[src/urd_pkg.sv]
// shared types and constants for the uniform random draw unit
package urd_pkg;

  localparam int unsigned SeedW = 31;
  localparam int unsigned DataW = 32;
  localparam int unsigned OpaW  = 33;
  localparam int unsigned ProdW = 64;

  localparam logic [SeedW-1:0] LcgMult   = 31'd16807;
  localparam logic [SeedW-1:0] LcgMod    = 31'h7fff_ffff;
  localparam logic [SeedW-1:0] SeedReset = 31'd123456789;

  localparam logic CmdReal = 1'b0;
  localparam logic CmdInt  = 1'b1;

  typedef struct packed {
    logic                    cmd;
    logic signed [DataW-1:0] range_low;
    logic signed [DataW-1:0] range_high;
  } urd_req_t;

  typedef struct packed {
    logic signed [DataW-1:0] value;
    logic [SeedW-1:0]        raw_seed;
  } urd_rsp_t;

  function automatic logic [SeedW-1:0] legal_seed(input logic [DataW-1:0] v);
    logic [SeedW-1:0] s;
    s = v[SeedW-1:0];
    if (s == '0 || s == LcgMod) begin
      s = SeedW'(1);
    end
    return s;
  endfunction

endpackage

[src/urd_mul.sv]
// shared unsigned multiplier with registered product
module urd_mul (
  input  logic                  clk_i,
  input  logic                  en_i,
  input  logic [urd_pkg::OpaW-1:0]  a_i,
  input  logic [urd_pkg::SeedW-1:0] b_i,
  output logic [urd_pkg::ProdW-1:0] p_o
);
  import urd_pkg::*;

  logic [ProdW-1:0] p_q;
  logic [ProdW-1:0] p_d;

  assign p_d = ProdW'(a_i) * ProdW'(b_i);

  always_ff @(posedge clk_i) begin
    if (en_i) begin
      p_q <= p_d;
    end
  end

  assign p_o = p_q;

endmodule

[src/uniform_random_draw_unit.sv]
// uniform random draw unit: park-miller generator with range scaling
// steps per item: seed multiply, fold, range multiply, then StFin1 and StFin2 finish the result
// a new item is taken only in idle, after the last result is loaded; the single shared
//   multiplier is used twice per item (seed step, then range scaling)
// reset: generator and seed register return to 123456789, no item pending
module uniform_random_draw_unit (
  input  logic              clk_i,
  input  logic              rst_ni,
  input  logic              req_valid_i,
  output logic              req_ready_o,
  input  urd_pkg::urd_req_t req_i,
  output logic              rsp_valid_o,
  input  logic              rsp_ready_i,
  output urd_pkg::urd_rsp_t rsp_o,
  input  logic              psel,
  input  logic              penable,
  input  logic              pwrite,
  input  logic [2:0]        paddr,
  input  logic [31:0]       pwdata,
  output logic [31:0]       prdata,
  output logic              pready
);
  import urd_pkg::*;

  localparam logic [2:0] StIdle = 3'd0;
  localparam logic [2:0] StMul1 = 3'd1;
  localparam logic [2:0] StFold = 3'd2;
  localparam logic [2:0] StMul2 = 3'd3;
  localparam logic [2:0] StFin1 = 3'd4;
  localparam logic [2:0] StFin2 = 3'd5;

  logic [2:0]              st_q, st_d;
  logic [SeedW-1:0]        seed_start_q;
  logic [SeedW-1:0]        lcg_q, lcg_d;
  urd_req_t                req_q;
  logic [OpaW-1:0]         opa_q, opa_d;
  logic signed [DataW-1:0] lo_q, lo_d, hi_q, hi_d;
  logic                    neg_q, neg_d;
  logic signed [65:0]      y_q, y_d;
  logic signed [DataW-1:0] res_q, res_d;
  logic                    rsp_valid_q;
  urd_rsp_t                rsp_q;

  logic                    req_fire, cfg_we, mul_en, rsp_load;
  logic [OpaW-1:0]         mul_a;
  logic [ProdW-1:0]        prod;
  logic signed [OpaW-1:0]  lo33, hi33, diff;
  logic [DataW-1:0]        fold_sum;
  logic [OpaW-1:0]         t;
  logic signed [34:0]      q, lo35, hi35, qc;
  logic                    y_neg, q_dec;

  assign req_ready_o = (st_q == StIdle);
  assign req_fire    = req_valid_i & req_ready_o;
  assign cfg_we      = psel & penable & pwrite & ~paddr[2];
  assign pready      = 1'b1;
  assign prdata      = {1'b0, seed_start_q};

  // shared multiplier: seed step, then range scaling
  assign mul_en = (st_q == StMul1) | (st_q == StMul2);
  assign mul_a  = (st_q == StMul1) ? OpaW'(LcgMult) : opa_q;

  urd_mul u_mul (
    .clk_i (clk_i),
    .en_i  (mul_en),
    .a_i   (mul_a),
    .b_i   (lcg_q),
    .p_o   (prod)
  );

  // operand setup beside the first multiply
  assign lo33 = OpaW'(req_q.range_low);
  assign hi33 = OpaW'(req_q.range_high);
  assign diff = hi33 - lo33;

  always_comb begin
    neg_d = neg_q;
    lo_d  = lo_q;
    hi_d  = hi_q;
    opa_d = opa_q;
    if (st_q == StMul1) begin
      if (req_q.cmd == CmdReal) begin
        neg_d = diff[OpaW-1];
        lo_d  = req_q.range_low;
        hi_d  = req_q.range_high;
        opa_d = diff[OpaW-1] ? OpaW'(-diff) : OpaW'(diff);
      end else begin
        neg_d = 1'b0;
        if (req_q.range_high < req_q.range_low) begin
          lo_d  = req_q.range_high;
          hi_d  = req_q.range_low;
          opa_d = OpaW'(lo33 - hi33 + OpaW'(1));
        end else begin
          lo_d  = req_q.range_low;
          hi_d  = req_q.range_high;
          opa_d = OpaW'(diff + OpaW'(1));
        end
      end
    end
  end

  // mod 2^31-1 fold of the seed product
  assign fold_sum = DataW'(prod[45:31]) + DataW'(prod[30:0]);

  always_comb begin
    lcg_d = lcg_q;
    if (cfg_we) begin
      lcg_d = legal_seed(pwdata);
    end else if (st_q == StFold) begin
      if (fold_sum >= DataW'(LcgMod)) begin
        lcg_d = SeedW'(fold_sum - DataW'(LcgMod));
      end else begin
        lcg_d = fold_sum[SeedW-1:0];
      end
    end
  end

  // scaling: real offset or integer value in units of 2^-31
  assign t = prod[63:31];

  always_comb begin
    res_d = res_q;
    y_d   = y_q;
    if (st_q == StFin1) begin
      if (neg_q) begin
        res_d = DataW'(OpaW'(lo_q) - t);
      end else begin
        res_d = DataW'(OpaW'(lo_q) + t);
      end
      y_d = $signed({2'b00, prod}) + ($signed(66'(lo_q)) <<< 31);
    end
  end

  // floor to an integer (one less when y is below 2^30 with a zero fraction), then clamp to [lo, hi]
  assign y_neg = (y_q < $signed(66'(1) <<< 30));
  assign q_dec = y_neg & (y_q[30:0] == '0);
  assign q     = $signed(y_q[65:31]) - $signed(35'(q_dec));
  assign lo35  = 35'(lo_q);
  assign hi35  = 35'(hi_q);

  always_comb begin
    qc = q;
    if (q < lo35) begin
      qc = lo35;
    end else if (q > hi35) begin
      qc = hi35;
    end
  end

  assign rsp_load = (st_q == StFin2) & (~rsp_valid_q | rsp_ready_i);

  always_comb begin
    st_d = st_q;
    unique case (st_q)
      StIdle: if (req_fire) begin
        st_d = StMul1;
      end
      StMul1: st_d = StFold;
      StFold: st_d = StMul2;
      StMul2: st_d = StFin1;
      StFin1: st_d = StFin2;
      StFin2: if (rsp_load) begin
        st_d = StIdle;
      end
      default: st_d = StIdle;
    endcase
  end

  always_ff @(posedge clk_i or negedge rst_ni) begin
    if (!rst_ni) begin
      st_q         <= StIdle;
      seed_start_q <= SeedReset;
      lcg_q        <= SeedReset;
      rsp_valid_q  <= 1'b0;
    end else begin
      st_q  <= st_d;
      lcg_q <= lcg_d;
      if (cfg_we) begin
        seed_start_q <= legal_seed(pwdata);
      end
      if (rsp_load) begin
        rsp_valid_q <= 1'b1;
      end else if (rsp_ready_i) begin
        rsp_valid_q <= 1'b0;
      end
    end
  end

  always_ff @(posedge clk_i) begin
    if (req_fire) begin
      req_q <= req_i;
    end
    opa_q <= opa_d;
    lo_q  <= lo_d;
    hi_q  <= hi_d;
    neg_q <= neg_d;
    res_q <= res_d;
    y_q   <= y_d;
    if (rsp_load) begin
      rsp_q.value    <= (req_q.cmd == CmdInt) ? DataW'(qc) : res_q;
      rsp_q.raw_seed <= lcg_q;
    end
  end

  assign rsp_valid_o = rsp_valid_q;
  assign rsp_o       = rsp_q;

endmodule

[config.mk]
export PLATFORM = sky130hd
export DESIGN_NAME = uniform_random_draw_unit
export DESIGN_NICKNAME = d
export VERILOG_FILES = /design/src/urd_pkg.sv /design/src/urd_mul.sv /design/src/uniform_random_draw_unit.sv
export SDC_FILE = /design/constraint.sdc
export NUM_CORES = 2
export LEC_CHECK = 0
export BUFFER_PORTS_ARGS = -buffer_cell sky130_fd_sc_hd__buf_2
export CAP_MARGIN = 40
export CORE_MARGIN = 1
export CORE_UTILIZATION = 59
export CTS_CLUSTER_DIAMETER = 50
export DETAILED_ROUTE_END_ITERATION = 10
export PLACE_DENSITY = 0.85
export SYNTH_ARGS = -nofsm -noshare
export SYNTH_HDL_FRONTEND = slang
export SYNTH_HIERARCHICAL = 1
export SYNTH_SLANG_ARGS = --single-unit
[constraint.sdc]
create_clock -name clk_i -period 11.2 [get_ports clk_i]
set_clock_uncertainty 0.15 [all_clocks]
set_input_delay 1.12 -clock clk_i [delete_from_list [all_inputs] [get_ports clk_i]]
set_output_delay 1.12 -clock clk_i [all_outputs]
set_load 0.01 [all_outputs]
==> results.md <==
- Number of buffers added on ports: between 150 and 200
- Gr busiest metal: met2
- Seq cells post-synth: about 450
- Antenna Violating Nets Remaining: 0
- RSZ-0062 raised after global routing: false
- CTS resizes: 0
- Worst-margin pin slew: 1016 ps
- Avg WL per Cell: about 22 µm
- Final Hold Vio Count: 0
- Largest net degree at the start of global routing: ~110
- Die area: roughly 0.11 mm²
- Setup crit end kind: register
- Die Height: ~330 µm
- Worst Path Required: 11420 ps
- CTS Sinks: between 400 and 500
- Core Region: between 0.1 and 0.15 mm²
- Max stage delay cell, worst path: or2_2
- Period utilisation layout: roughly nine tenths
- F_max: just over 0.1 GHz
- DR iter-0 viols: 4948
- Post-CTS setup buffers: 0
- Vias: 50299
- CTS max path bufs: 3
- Synth top area share: 28.37%
- Largest stage delay, worst path: 800 ps
- CP Max Fanout: roughly 70
- Grt met3 use: under 10%
- Nets: between 8000 and 9000
- GRT met2 Usage: between 50% and 60%
- IO Pins: between 200 and 250
- TritonCTS clock tree: yes
- Post-synthesis instance total: around 6700
- Hold buffer count at CTS: 0
- DRC violations left: 0
- Asr flop ratio synth: 14.57%
- Cell Area, Synth: 0.06351 mm²
- Sequential area share after synthesis: a little over a fifth
- Clk root buf: clkbuf_16
- Status: finished, final reports clean
- Site Rows: 119
- Vias in the first global route: slightly above 50000
- Distinct cell type count of the synthesized netlist: 123
- GRT overflow: 0
- Synth-to-layout area growth: 7.500%
- Detailed Place HPWL: between 100000 and 150000 µm
- Via density: 6.124
- Max-slew violations: 0
- Post-synth top area cell: fa_1
- Tmin final: 9907 ps
- Final WL: 183100 µm
- Worst Hold Class: register to register
- Final setup vio count: 0
- Setup TNS: 0 ps
- Pre-antenna DRT Iters: 9
- Mapped Nets: just over 8000
- M1 GR Usage: 42.85%
- Slew margin rel.: ~32%
- Prevailing post-synth register cell: edfxtp_1
- WP buf/inv: 7
- First-pass GRT wire length: about 280000 µm
- Num CTS Buffers: 59
- Post-Place Setup Slack: 1738 ps
- Commonest cells in the netlist: inv_1 (1082), fa_1 (900), nand2_1 (864)
- EDFF count, synth: between 300 and 400
- Critical path startpoint category: register
- WP data arrival: about 10000 ps
- Yosys warning count: 6
- Main area contributors after synthesis: fa_1 (28%), edfxtp_1 (18%), ha_1 (10%), inv_1 (6.4%), nand2_1 (5.1%)
- Top-count cell post-synth: inv_1
- Setup ws final: approximately 1300 ps
- Crit path kind: register to register
- Synthesized area per cell: between 9 and 10 µm²
- Clk pin slew, worst setup/hold paths: 60 ps
- Share of cells above drive strength 1: 8.752%
- H-Tree Depth: 2
- Initial antenna violation count: 6
- Worst-Skew Late Latency: roughly 720 ps
- Final Wtd Congestion: 0.9698
- Final hold slack: between 300 and 400 ps
- Die width: about 330 µm
- Total Routing Usage GR: around a third
- Crit-path leading delay family: adder cells
- Starting Density: ~60%
- Maxcap violations: 0
- Most frequent CP cell: fa_1
[area by class of cell]
| cell class | instances | area [µm²] |
|---|---|---|
| clock inverter | 40 | 483.0 |
| inverter | 1082 | 4061 |
| clock buffer | 71 | 1647 |
| fill | 8127 | 37740 |
| tap | 1391 | 1740 |
| multi-input combinational | 4885 | 45010 |
| timing repair buffer | 290 | 2013 |
| antenna | 2 | 5.005 |
| sequential | 453 | 13320 |
[metrics by stage]
step / cell area (µm²) / std cells / utilization [%]
detailed placement: 66110 / 8100 / 62.36
global placement: 65670 / 8080 / 61.95
finish: 68280 / 8214 / 64.40
floorplan: 63510 / 6732 / -
CTS: 68240 / 8211 / 64.37
global route: 68270 / 8212 / 64.40
[path summary, 6_finish.rpt]
path / startpoint / end / depth (start not counted) / slack (ps)
min reg2reg: u_mul/p_o[0]$_DFFE_PP_ / y_q[0]$_DFFE_PN_ / 0 / 310
min: u_mul/p_o[0]$_DFFE_PP_ / y_q[0]$_DFFE_PN_ / 0 / 310
min in group asynchronous: rst_ni / lcg_q[3]$_DFFE_PN0P_ / 2 / 440
max: st_q[0]$_DFFE_PN0P_ / u_mul/p_o[61]$_DFFE_PP_ / 28 / 1290
max reg2reg: st_q[0]$_DFFE_PN0P_ / u_mul/p_o[61]$_DFFE_PP_ / 28 / 1290
max in group asynchronous: rst_ni / lcg_q[18]$_DFFE_PN0P_ / 2 / 9870
[registers in the layout (all words and copies together), names as in the netlist]
register / count
st_q: 3
opa_q: 33
seed_start_q: 31
u_mul/p_o: 64
y_q: 66
res_q: 31
lo_q: 32
hi33: 32
rsp_valid_o: 1
rsp_o: 63
lcg_q: 31
lo33: 32
neg_q: 1
req_q: 1
hi_q: 32
[cells by family after synthesis]
logic type      share of synthesized area, %
simple gates                           16.13
compound gates                         10.43
other cells                          0.01182
flops                                  20.96
mux                                    1.379
xor+xnor                               4.346
buf+inv                                8.406
fa+ha+maj                              38.34
[layer usage]
layer | vias up | wire [µm]
li1 | 21916 | -
met1 | 24753 | 68700
met2 | 2904 | 83310
met3 | 720 | 19790
met4 | 6 | 11220
met5 | - | 51
[cell usage in the layout, fill, tap and decap left out, types with 199 or more instances in the layout]
cell      Yosys  layout
nand2_1     864     864
edfxtp_1    387     387
o21ai_0     220     220
buf_2        11     199
inv_1      1082    1082
ha_1        506     506
and2_1      465     464
fa_1        900     900
a21oi_1     308     306
nor2_1      260     257
xnor2_1     206     206
Power is not shown: default switching activity piles up to over one toggle a cycle in this logic, so the estimate is an artifact.
